$ cat src/design/oat_pkg.sv
package oat_pkg;

   typedef enum logic [1:0] {
      MODE_UPDATE = 2'd0,
      MODE_INSERT = 2'd1,
      MODE_SEARCH = 2'd2,
      MODE_REMOVE = 2'd3
   } mode_type;

   typedef enum logic [1:0] {
      ST_OK        = 2'd0,
      ST_NOT_FOUND = 2'd1,
      ST_BAD_POS   = 2'd2,
      ST_FULL      = 2'd3
   } status_type;

   typedef enum logic [3:0] {
      S_IDLE,
      S_EXEC,
      S_INS_RD,
      S_INS_WR,
      S_SRCH,
      S_SRCH_WAIT,
      S_SRCH_FIN,
      S_RM_SCAN,
      S_RM_WAIT,
      S_RM_RD,
      S_RM_WR
   } state_type;

   typedef struct packed {
      logic load;
      logic upd_write;
      logic emit_bad;
      logic emit_full;
      logic emit_nf;
      logic ins_start;
      logic ins_read;
      logic ins_move;
      logic ins_place;
      logic scan_start;
      logic scan_read;
      logic search_cmp;
      logic search_fin;
      logic rm_capture;
      logic rm_read;
      logic rm_move;
      logic rm_done;
   } cmd_type;

   typedef struct packed {
      mode_type mode;
      logic     upd_ok;
      logic     ins_full;
      logic     ins_ok;
      logic     count_zero;
      logic     hit;
      logic     idx_last;
      logic     at_pos;
   } sts_type;

endpackage

$ cat src/design/ordered_array_table.sv
// Ordered table of up to DEPTH signed 32-bit entries held in a RAM with one
// write port and one registered read port, with one request in flight at a
// time: start is taken only while busy is low. Every result appears for exactly
// one cycle with rsp_valid high and cannot be stalled, so the receiver must take
// it in that cycle. An update writes its entry directly, and a rejected request
// is answered without touching the RAM. An insert moves each entry from the end
// of the table back to the position up by one place and then writes the new
// value there. A search reads every entry and reports its matches at most one
// per cycle. A remove scans for the first matching entry, reports not found if
// there is none, and otherwise moves each later entry down by one place. The
// read-then-write of each moved entry through the one RAM port pair sets the
// shift time, and the one read per cycle sets the scan time.
module ordered_array_table #(
   parameter int DEPTH = 64
) (
   input  logic               clock,
   input  logic               reset,
   input  logic               start,
   output logic               busy,
   input  logic [1:0]         req_mode,
   input  logic [6:0]         req_position,
   input  logic signed [31:0] req_value,
   output logic               rsp_valid,
   output logic [1:0]         rsp_status,
   output logic [6:0]         rsp_location,
   output logic [6:0]         rsp_entry_count,
   output logic               rsp_last
);

   oat_pkg::cmd_type cmd;
   oat_pkg::sts_type sts;

   oat_ctrl u_ctrl (
      .clock(clock),
      .reset(reset),
      .start(start),
      .busy (busy),
      .sts  (sts),
      .cmd  (cmd)
   );

   oat_dp #(
      .DEPTH(DEPTH)
   ) u_dp (
      .clock          (clock),
      .reset          (reset),
      .req_mode       (req_mode),
      .req_position   (req_position),
      .req_value      (req_value),
      .cmd            (cmd),
      .sts            (sts),
      .rsp_valid      (rsp_valid),
      .rsp_status     (rsp_status),
      .rsp_location   (rsp_location),
      .rsp_entry_count(rsp_entry_count),
      .rsp_last       (rsp_last)
   );

endmodule

$ cat src/design/oat_ram.sv
module oat_ram #(
   parameter int WIDTH = 32,
   parameter int DEPTH = 64
) (
   input  logic                     clock,
   input  logic                     wr_en,
   input  logic [$clog2(DEPTH)-1:0] wr_addr,
   input  logic [WIDTH-1:0]         wr_data,
   input  logic [$clog2(DEPTH)-1:0] rd_addr,
   output logic [WIDTH-1:0]         rd_data
);

   logic [WIDTH-1:0] mem_ff [DEPTH];
   logic [WIDTH-1:0] rd_data_ff;

   always_ff @(posedge clock) begin
      if (wr_en) begin
         mem_ff[wr_addr] <= wr_data;
      end
      rd_data_ff <= mem_ff[rd_addr];
   end

   assign rd_data = rd_data_ff;

endmodule

$ cat src/design/oat_ctrl.sv
module oat_ctrl (
   input  logic             clock,
   input  logic             reset,
   input  logic             start,
   output logic             busy,
   input  oat_pkg::sts_type sts,
   output oat_pkg::cmd_type cmd
);

   oat_pkg::state_type state_ff, state_in;

   always_ff @(posedge clock) begin
      if (reset) begin
         state_ff <= oat_pkg::S_IDLE;
      end else begin
         state_ff <= state_in;
      end
   end

   always_comb begin
      state_in = state_ff;
      cmd      = '0;
      case (state_ff)
         oat_pkg::S_IDLE: begin
            if (start) begin
               cmd.load = 1'b1;
               state_in = oat_pkg::S_EXEC;
            end
         end
         oat_pkg::S_EXEC: begin
            state_in = oat_pkg::S_IDLE;
            case (sts.mode)
               oat_pkg::MODE_UPDATE: begin
                  if (sts.upd_ok) begin
                     cmd.upd_write = 1'b1;
                  end else begin
                     cmd.emit_bad = 1'b1;
                  end
               end
               oat_pkg::MODE_INSERT: begin
                  if (sts.ins_full) begin
                     cmd.emit_full = 1'b1;
                  end else if (!sts.ins_ok) begin
                     cmd.emit_bad = 1'b1;
                  end else begin
                     cmd.ins_start = 1'b1;
                     state_in      = oat_pkg::S_INS_RD;
                  end
               end
               oat_pkg::MODE_SEARCH: begin
                  if (sts.count_zero) begin
                     cmd.emit_nf = 1'b1;
                  end else begin
                     cmd.scan_start = 1'b1;
                     state_in       = oat_pkg::S_SRCH;
                  end
               end
               oat_pkg::MODE_REMOVE: begin
                  if (sts.count_zero) begin
                     cmd.emit_nf = 1'b1;
                  end else begin
                     cmd.scan_start = 1'b1;
                     state_in       = oat_pkg::S_RM_SCAN;
                  end
               end
               default: begin
                  cmd.emit_bad = 1'b1;
               end
            endcase
         end
         oat_pkg::S_INS_RD: begin
            if (sts.at_pos) begin
               cmd.ins_place = 1'b1;
               state_in      = oat_pkg::S_IDLE;
            end else begin
               cmd.ins_read = 1'b1;
               state_in     = oat_pkg::S_INS_WR;
            end
         end
         oat_pkg::S_INS_WR: begin
            cmd.ins_move = 1'b1;
            state_in     = oat_pkg::S_INS_RD;
         end
         oat_pkg::S_SRCH: begin
            cmd.scan_read  = 1'b1;
            cmd.search_cmp = 1'b1;
            if (sts.idx_last) begin
               state_in = oat_pkg::S_SRCH_WAIT;
            end
         end
         oat_pkg::S_SRCH_WAIT: begin
            cmd.search_cmp = 1'b1;
            state_in       = oat_pkg::S_SRCH_FIN;
         end
         oat_pkg::S_SRCH_FIN: begin
            cmd.search_fin = 1'b1;
            state_in       = oat_pkg::S_IDLE;
         end
         oat_pkg::S_RM_SCAN: begin
            if (sts.hit) begin
               cmd.rm_capture = 1'b1;
               state_in       = oat_pkg::S_RM_RD;
            end else begin
               cmd.scan_read = 1'b1;
               if (sts.idx_last) begin
                  state_in = oat_pkg::S_RM_WAIT;
               end
            end
         end
         oat_pkg::S_RM_WAIT: begin
            if (sts.hit) begin
               cmd.rm_capture = 1'b1;
               state_in       = oat_pkg::S_RM_RD;
            end else begin
               cmd.emit_nf = 1'b1;
               state_in    = oat_pkg::S_IDLE;
            end
         end
         oat_pkg::S_RM_RD: begin
            if (sts.idx_last) begin
               cmd.rm_done = 1'b1;
               state_in    = oat_pkg::S_IDLE;
            end else begin
               cmd.rm_read = 1'b1;
               state_in    = oat_pkg::S_RM_WR;
            end
         end
         oat_pkg::S_RM_WR: begin
            cmd.rm_move = 1'b1;
            state_in    = oat_pkg::S_RM_RD;
         end
         default: begin
            state_in = oat_pkg::S_IDLE;
         end
      endcase
   end

   assign busy = (state_ff != oat_pkg::S_IDLE);

endmodule

$ cat src/design/oat_dp.sv
module oat_dp #(
   parameter int DEPTH = 64
) (
   input  logic               clock,
   input  logic               reset,
   input  logic [1:0]         req_mode,
   input  logic [6:0]         req_position,
   input  logic signed [31:0] req_value,
   input  oat_pkg::cmd_type   cmd,
   output oat_pkg::sts_type   sts,
   output logic               rsp_valid,
   output logic [1:0]         rsp_status,
   output logic [6:0]         rsp_location,
   output logic [6:0]         rsp_entry_count,
   output logic               rsp_last
);

   localparam int AW = $clog2(DEPTH);
   localparam int CW = $clog2(DEPTH + 1);

   oat_pkg::mode_type  mode_ff;
   logic [6:0]         pos_ff;
   logic signed [31:0] value_ff;

   logic [CW-1:0] count_ff, count_in;
   logic [AW-1:0] index_ff, index_in;
   logic          cmp_valid_ff;
   logic [CW-1:0] cmp_loc_ff, cmp_loc_in;
   logic [CW-1:0] pend_ff, pend_in;
   logic          have_pend_ff, have_pend_in;

   logic          rsp_valid_ff;
   logic [1:0]    rsp_status_ff;
   logic [6:0]    rsp_location_ff;
   logic [6:0]    rsp_entry_count_ff;
   logic          rsp_last_ff;

   logic                emit;
   oat_pkg::status_type e_status;
   logic [6:0]          e_loc;
   logic                e_last;

   logic          wr_en;
   logic [AW-1:0] wr_addr;
   logic [31:0]   wr_data;
   logic [AW-1:0] rd_addr;
   logic [31:0]   rd_data;

   logic [7:0] pos8;
   logic [7:0] cnt8;
   logic [7:0] idx8;
   logic       hit;

   oat_ram #(
      .WIDTH(32),
      .DEPTH(DEPTH)
   ) u_ram (
      .clock  (clock),
      .wr_en  (wr_en),
      .wr_addr(wr_addr),
      .wr_data(wr_data),
      .rd_addr(rd_addr),
      .rd_data(rd_data)
   );

   assign pos8 = {1'b0, pos_ff};
   assign cnt8 = 8'(count_ff);
   assign idx8 = 8'(index_ff);
   assign hit  = cmp_valid_ff && (rd_data == value_ff);

   assign sts.mode       = mode_ff;
   assign sts.upd_ok     = (pos_ff != 7'd0) && (pos8 <= cnt8);
   assign sts.ins_full   = (count_ff == CW'(DEPTH));
   assign sts.ins_ok     = (pos_ff != 7'd0) && (pos8 <= cnt8 + 8'd1);
   assign sts.count_zero = (count_ff == '0);
   assign sts.hit        = hit;
   assign sts.idx_last   = (idx8 + 8'd1 == cnt8);
   assign sts.at_pos     = (idx8 + 8'd1 == pos8);

   always_comb begin
      if (cmd.ins_read) begin
         rd_addr = index_ff - AW'(1);
      end else if (cmd.rm_read) begin
         rd_addr = index_ff + AW'(1);
      end else begin
         rd_addr = index_ff;
      end

      wr_en   = 1'b0;
      wr_addr = index_ff;
      wr_data = rd_data;
      if (cmd.upd_write) begin
         wr_en   = 1'b1;
         wr_addr = AW'(pos_ff - 7'd1);
         wr_data = value_ff;
      end else if (cmd.ins_place) begin
         wr_en   = 1'b1;
         wr_data = value_ff;
      end else if (cmd.ins_move || cmd.rm_move) begin
         wr_en = 1'b1;
      end
   end

   always_comb begin
      count_in = count_ff;
      if (cmd.ins_place) begin
         count_in = count_ff + CW'(1);
      end else if (cmd.rm_done) begin
         count_in = count_ff - CW'(1);
      end

      index_in = index_ff;
      if (cmd.ins_start) begin
         index_in = count_ff[AW-1:0];
      end else if (cmd.ins_move) begin
         index_in = index_ff - AW'(1);
      end else if (cmd.scan_start) begin
         index_in = '0;
      end else if (cmd.rm_capture) begin
         index_in = AW'(cmp_loc_ff - CW'(1));
      end else if (cmd.scan_read || cmd.rm_move) begin
         index_in = index_ff + AW'(1);
      end

      cmp_loc_in = CW'(index_ff) + CW'(1);

      pend_in      = pend_ff;
      have_pend_in = have_pend_ff;
      if (cmd.scan_start) begin
         have_pend_in = 1'b0;
      end else if ((cmd.search_cmp && hit) || cmd.rm_capture) begin
         pend_in      = cmp_loc_ff;
         have_pend_in = 1'b1;
      end
   end

   always_comb begin
      emit     = 1'b0;
      e_status = oat_pkg::ST_OK;
      e_loc    = 7'd0;
      e_last   = 1'b1;
      if (cmd.upd_write || cmd.ins_place) begin
         emit  = 1'b1;
         e_loc = pos_ff;
      end else if (cmd.emit_bad) begin
         emit     = 1'b1;
         e_status = oat_pkg::ST_BAD_POS;
      end else if (cmd.emit_full) begin
         emit     = 1'b1;
         e_status = oat_pkg::ST_FULL;
      end else if (cmd.emit_nf) begin
         emit     = 1'b1;
         e_status = oat_pkg::ST_NOT_FOUND;
      end else if (cmd.rm_done) begin
         emit  = 1'b1;
         e_loc = 7'(pend_ff);
      end else if (cmd.search_cmp && hit && have_pend_ff) begin
         emit   = 1'b1;
         e_loc  = 7'(pend_ff);
         e_last = 1'b0;
      end else if (cmd.search_fin) begin
         emit = 1'b1;
         if (have_pend_ff) begin
            e_loc = 7'(pend_ff);
         end else begin
            e_status = oat_pkg::ST_NOT_FOUND;
         end
      end
   end

   always_ff @(posedge clock) begin
      if (reset) begin
         count_ff     <= '0;
         cmp_valid_ff <= 1'b0;
         have_pend_ff <= 1'b0;
         rsp_valid_ff <= 1'b0;
      end else begin
         count_ff     <= count_in;
         cmp_valid_ff <= cmd.scan_read;
         have_pend_ff <= have_pend_in;
         rsp_valid_ff <= emit;
      end
   end

   always_ff @(posedge clock) begin
      if (cmd.load) begin
         mode_ff  <= oat_pkg::mode_type'(req_mode);
         pos_ff   <= req_position;
         value_ff <= req_value;
      end
      index_ff   <= index_in;
      cmp_loc_ff <= cmp_loc_in;
      pend_ff    <= pend_in;
      if (emit) begin
         rsp_status_ff      <= e_status;
         rsp_location_ff    <= e_loc;
         rsp_entry_count_ff <= 7'(count_in);
         rsp_last_ff        <= e_last;
      end
   end

   assign rsp_valid       = rsp_valid_ff;
   assign rsp_status      = rsp_status_ff;
   assign rsp_location    = rsp_location_ff;
   assign rsp_entry_count = rsp_entry_count_ff;
   assign rsp_last        = rsp_last_ff;

endmodule
$ cat config.mk
export PLATFORM = sky130hd
export DESIGN_NAME = ordered_array_table
export DESIGN_NICKNAME = d
export VERILOG_FILES = /design/src/design/oat_pkg.sv /design/src/design/ordered_array_table.sv /design/src/design/oat_ram.sv /design/src/design/oat_ctrl.sv /design/src/design/oat_dp.sv
export SDC_FILE = /design/constraint.sdc
export NUM_CORES = 2
export LEC_CHECK = 0
export BUFFER_PORTS_ARGS = -buffer_cell sky130_fd_sc_hd__buf_2
export CAP_MARGIN = 20
export CORE_ASPECT_RATIO = 0.7
export CORE_UTILIZATION = 56
export CTS_BUF_LIST = sky130_fd_sc_hd__clkbuf_16
export DETAILED_ROUTE_END_ITERATION = 8
export PLACE_DENSITY = 0.74
export SKIP_CTS_REPAIR_TIMING = 1
export SLEW_MARGIN = 30
export SYNTH_ARGS = -nofsm -noshare
export SYNTH_HDL_FRONTEND = slang
export SYNTH_SLANG_ARGS = --single-unit
$ cat constraint.sdc
create_clock -name clock -period 18.78 [get_ports clock]
set_clock_uncertainty 0.05 [all_clocks]
set_input_delay 3.756 -clock clock [delete_from_list [all_inputs] [get_ports clock]]
set_output_delay 3.756 -clock clock [all_outputs]
set_load 0.03 [all_outputs]
---- Word level (Yosys, flattened, before mapping) ----
Memory sizes are Yosys's and may differ from the RTL's. A register that Yosys moved wholly into a read port is not among the register bits.
Index checks and enable logic that the tools add are counted.
storage, ports and cells
  input port bits ......................... 44
  memory bits (writable) .................. 2048
  register bits after elaboration ......... 92
  output and inout port bits .............. 19
  memories kept ........................... 1
  logic and storage cells ................. 162
memories
  name               words  bits a word  rd ports  clocked after Yosys merged registers in  wr ports  RTL line       RTL
  u_dp.u_ram.mem_ff  64     32           1         1                                        1         oat_ram.sv:13  logic [WIDTH-1:0] mem_ff [DEPTH];
cells by class
  add/sub/neg operators ................... 9
  muxes and demuxes ....................... 90
  order comparisons ....................... 2
  bitwise gates (word level) .............. 1
  reductions and logical operators ........ 23
  eq/ne operators ......................... 20
operators by type and width
  cell                   number
  $mux W7                10
  $mux W32               2
  $mux W6                8
  $mux W1                47
  $pmux W4 S10           1
  $eq A32 B32 Y1         1
  $mux W4                6
  $mux W2                9
  $sub A6 B1 Y6 const B  3
  $eq A4 B3 Y1 const B   4
  $add A6 B1 Y7 const B  2
  $eq A4 B4 Y1 const B   3
  $pmux W4 S3            1
  $reduce_or A2 Y1       5
  $mux W3                3
  $add A7 B1 Y8 const B  1
  $eq A4 B2 Y1 const B   2
  $eq A8 B7 Y1           1
  $le A7 B8 Y1           1
  $add A7 B1 Y7 const B  1
  $eq A7 B7 Y1           1
  $eq A7 B7 Y1 const B   1
  $le A7 B7 Y1           1
  $logic_not A7 Y1       1
  19 further kinds       30

---- Logic depth before layout (Yosys ltp) ----
  word-level depth ........................ 11
  gate-level depth with buffers ........... 19
  depth with buffers taken out ............ 14

---- Hierarchy ----
Synthesis repeated with hierarchy kept, for this count alone.
unflattened totals
  cell total of the unflattened synthesis .. 3999
  area, all modules ....................... 84389.7 sq um
modules (own cells, without submodules)
  module    area an instance (sq um)  sequential area each (sq um)  times used  cells each
  oat_ram   78948.2                   62139.6                       1           3504
  oat_dp    4926.0                    2472.4                        1           423
  oat_ctrl  515.5                     80.1                          1           72

---- Worst setup path after synthesis ----
Ideal clock, no wire load.
  path kind ............................... register -> register
  start point ............................. register u_dp.count_ff[2]
  end point ............................... memory u_dp.u_ram.mem_ff[40][0] (enable)
  path buffers ............................ 3
  stages on the path, launching flop included .. 15
  library setup time ...................... 502 ps
  clock period less this slack ............ 6719 ps
  path slack .............................. 12061 ps
  arrival ................................. 6168 ps
  required time ........................... 18228 ps
  path through ............................ dfxtp_1 > clkbuf_1 > inv_1 > ha_1 > o21a_1 > o21a_1 > o21a_1 > o21a_1 > o21a_1 > o22ai_1 > a31oi_1 > or4_1 > clkbuf_1 > clkbuf_1 > nor4_1
between the ends
  word-level cells in the longest chain between the ends .. 8
  elaborated cells between the ends (all ways) .. 9
  those cells by class .................... order compare: 1; mux: 7; reduce/logical: 1
RTL lines
  item                           RTL line        RTL
  start: declaration             oat_dp.sv:25    logic [CW-1:0] count_ff, count_in;
  start signal: assignment       oat_dp.sv:178   count_ff <= count_in;
  $le A7 B7 Y1 *                 oat_dp.sv:72    assign sts.upd_ok = (pos_ff != 7'd0) && (pos8 <= cnt8);
  $logic_and A1 B1 Y1 *          oat_dp.sv:72
  $mux W1 *                      oat_ctrl.sv:34  if (sts.upd_ok) begin
  $mux W1 *                      oat_ctrl.sv:32  case (sts.mode)
  $mux W3 *                      oat_ctrl.sv:23  case (state_ff)
  $mux W1                        oat_dp.sv:92    if (cmd.upd_write) begin
  $mux W1                        oat_ram.sv:17   if (wr_en) begin
  $mux W1 (implied by the code)  oat_ram.sv:18   mem_ff[wr_addr] <= wr_data;
  end: declaration               oat_ram.sv:13
Mark *: on every way between the ends. The rest lies on a longest branch, timed or not.

---- Final worst setup path ----
  start point ............................. register u_dp.index_ff[0]
  end point ............................... register u_dp.u_ram.rd_data_ff[27], in the netlist u_dp.u_ram.rd_data[27], read port of u_dp.u_ram.mem_ff
between the ends
  word-level cells in the longest chain between the ends .. 6
  elaborated cells between the ends (all ways) .. 11
  those cells by class .................... add/sub: 3; eq/ne: 2; mux: 6
RTL lines
  item                      RTL line                    RTL
  start: declaration        oat_dp.sv:26                logic [AW-1:0] index_ff, index_in;
  start signal: assignment  oat_dp.sv:191               index_ff <= index_in;
  $add A6 B1 Y7             oat_dp.sv:77, oat_dp.sv:78
  $eq A8 B7 Y1              oat_dp.sv:77                assign sts.idx_last = (idx8 + 8'd1 == cnt8);
  $mux W1                   oat_ctrl.sv:120             if (sts.idx_last) begin
  $mux W1                   oat_ctrl.sv:23
  $mux W6                   oat_dp.sv:83                end else if (cmd.rm_read) begin
  $mux W6 *                 oat_dp.sv:81                if (cmd.ins_read) begin
  end: declaration          oat_ram.sv:14               logic [WIDTH-1:0] rd_data_ff;
Marked as above.
A chain may end at the register's enable or synchronous reset.

==> results.yml <==
setup_path:
  crit_chain: "inv_1, ha_1, xor2_1, a21oi_1, nand3_1, a211oi_4, a21oi_2, o2111ai_4, buf_4, buf_4, buf_6, buf_4, mux2i_1, a221oi_1, o41ai_1, nand4_1"
  critPathMostFrequentCell: "buf_4"
  critical_path.endpoint_type: "flip-flop"
  cp_num_cells: 16
  worst-path-max-fanout: 69
  cp-start-kind: "flip-flop"
  crit_required_ns: 19.36
  worst-r2r-cell-count: 16
  cp.arrival_ns: 8.74
  crit_type: "reg -> reg"
  path_buf_inv: 5
  slowest_delay_ns: 1.10
  timing.critical_path.max_delay_family: "buffers and inverters"
  critPathSlowestCell: "o41ai_1"
hold_path:
  hold_class: "reg -> reg"
  hold_depth: 0
routing:
  vias: 53790
  drt-pass1-iter-count: 8
  wl_per_cell_um: 33.05
  drt_iter0_markers: 8369
  finalWirelength_mm: 251.9
  drc: 0
  ant_nets: 0
  vias_per_cell: 7.057
finish:
  post-route-util_pct: 63.17
  nets: 5449
  drive_above_1_share_pct: 13.85
  layout_common_cells: "edfxtp_1 (2,119), nand2_1 (544), mux2i_1 (515), a211oi_1 (513), a221oi_1 (509)"
  layout_commonest_cell: "edfxtp_1"
  area_delta_synth_final_pct: 11.33
global_routing:
  antenna_found_initial: 16
  overflow: 0
  grt_pass1_vias: 50720
  grt_max_degree: 162
  grtUsageTotal_pct: 31.41
  grt_pass1_wl_mm: 358.0
sta:
  finalHoldViolCount: 0
  relSlewSlack_pct: 20.22
  setup_tns_ns: 0
  drv_slew: 0
  min_period_ns: 8.164
  worst_pin_slew_ns: 1.181
  setup_viol: 0
  fin_ws_ns: 10.62
  grt_setup_unrepaired: "no"
  period_share_pct: 43.47
  fmax_mhz: 122.5
pwr:
  power_density_nw_per_um2: 100.9
  p_leak_uw: 0.03121
  irDropWorstVdd_v: 0.0001000
yosys:
  synth_edf_count: 2119
  syn_area_per_cell_um2: 16.29
  ys_ff_latch: 2172
  yosys_most_used_dff: "edfxtp_1"
  async_flop_share_pct: 0
  synthCells: 5360
  ys_seq_area_share_pct: 74.08
  syn_area_um2: 87330
  synth_warnings: 0
  ys_types: 67
  syn_nets: 5424
clocking:
  insertion_delay_ns: 0.83
  cts_tree: "yes"
  clock_sinks: 2172
  htreeDepth: 4
  cts.clk_slew.worst_paths_ns: 0.06
  cts-root-buf: "clkbuf_16"
  cts_buffers: 194
  clockBufferDepth: 3
placement:
  place_ws_ns: 10.76
  portBuffers: 62
  gp_congestion: 0.8891
  hpwlAfterDp_mm: 130.8
floorplanning:
  fp.dieH_um: 332.4
  pin_count: 63
  die-area_um2: 157600
  start_util_pct: 56.74
  coreArea_um2: 153900
  num_rows: 120
  die_w_um: 474.0
status:
  status: "finished, final reports clean"
run:
  maxCapViolCount: 0
[power breakdown]
group	internal, uW	total [uW]	switching [uW]	leakage (uW)
clock	2100	3860	1760	0.00317
combinational	135	535	400	0.00839
sequential	5400	5420	24.0	0.0197
[flip-flops by register name, indices dropped and copies added (netlist names), 2 cells and up]
register              cells
u_dp.mode_ff              2
u_dp.value_ff            32
u_ctrl.state_ff           4
u_dp.count_ff             7
u_dp.rsp_entry_count      7
u_dp.u_ram.mem_ff      2048
u_dp.rsp_location         7
u_dp.cmp_loc_ff           7
u_dp.index_ff             6
u_dp.pend_ff              7
u_dp.pos_ff               7
u_dp.rsp_status           2
u_dp.u_ram.rd_data       32
[cell usage after synthesis (all sizes together) (4+ instances only)]
cell    instances  area [um2]
buf           248        1458
nor4           74       462.9
o211ai         12       90.09
xnor2          58       523.0
o21ai          12       60.05
or3             4       25.02
a21oi          18       93.84
or2             5       31.28
a221o           4       40.04
a31oi          10       62.56
a311oi          4       35.03
nor3b           4       30.03
and4            5       43.79
edfxtp       2119       63630
xor2           13       113.9
dfxtp          53        1061
mux2           38       427.9
a22o            9       78.83
nand3          21       117.6
nor2           32       122.6
a211oi        514        3871
nor3           14       70.07
inv            19       71.32
o22ai          14       87.58
nand4          46       287.8
ha             20       250.2
and2           13       81.33
a221oi        509        4458
and3            7       45.05
nand2b          8       50.05
nor2b           7       43.79
o41ai         128        1121
o21a           12       90.09
clkbuf        214       804.5
nand2         544        2042
mux2i         516        5165
[cell families after synthesis]
family / Yosys count / synth area share [%]
compound gates: 1271 / 11.80
xor+xnor: 72 / 0.7551
mux: 554 / 6.404
buf+inv: 482 / 2.676
simple gates: 789 / 3.997
fa+ha+maj: 20 / 0.2866
flops: 2172 / 74.08
[worst register-to-register path, stage by stage (launching register included)]
cell,delay [ns]
edfxtp_1,0.68
inv_1,0.26
ha_1,0.51
xor2_1,0.20
a21oi_1,0.13
nand3_1,0.14
a211oi_4,0.28
a21oi_2,0.19
o2111ai_4,0.61
buf_4,0.80
buf_4,0.82
buf_6,0.71
buf_4,0.91
mux2i_1,0.28
a221oi_1,0.12
o41ai_1,1.10
nand4_1,0.20
[metrics by stage]
step	hold WS (ns)	total power, uW	area [um2]	std cells
floorplan	0.3355	5830	87330	5360
global placement	0.3908	6023	90660	7253
detailed placement	0.3926	6040	91010	7262
CTS	0.4082	9816	97130	7618
global route	0.4277	10030	97210	7619
finish	0.4059	9813	97220	7622
[area by class of cell]
| type | instances | area, um2 |
|---|---|---|
| clock buffer | 201 | 5030 |
| clock inverter | 155 | 1086 |
| fill | 10540 | 56680 |
| tap | 2074 | 2595 |
| antenna | 3 | 7.507 |
| inverter | 20 | 75.07 |
| multi-input combinational | 2706 | 21590 |
| sequential | 2172 | 64690 |
| timing repair buffer | 291 | 2143 |
[layer usage]
layer	share of wire (%)	GRT usage (%)
met3	14	9.832
met5	0.048	0
met4	4.4	13.71
met2	43	44.97
met1	38	44.31
[final timing paths]
| kind | from | endpoint | slack, ns |
|---|---|---|---|
| worst max register to register | u_dp.index_ff[0] | u_dp.u_ram.rd_data[27] | 10.62 |
| worst min-delay path | u_dp.cmp_loc_ff[5] | u_dp.pend_ff[5] | 0.41 |
| worst min register to register | u_dp.cmp_loc_ff[5] | u_dp.pend_ff[5] | 0.41 |
| worst max-delay path | u_dp.index_ff[0] | u_dp.u_ram.rd_data[27] | 10.62 |
(Power assumes the default switching activity.)
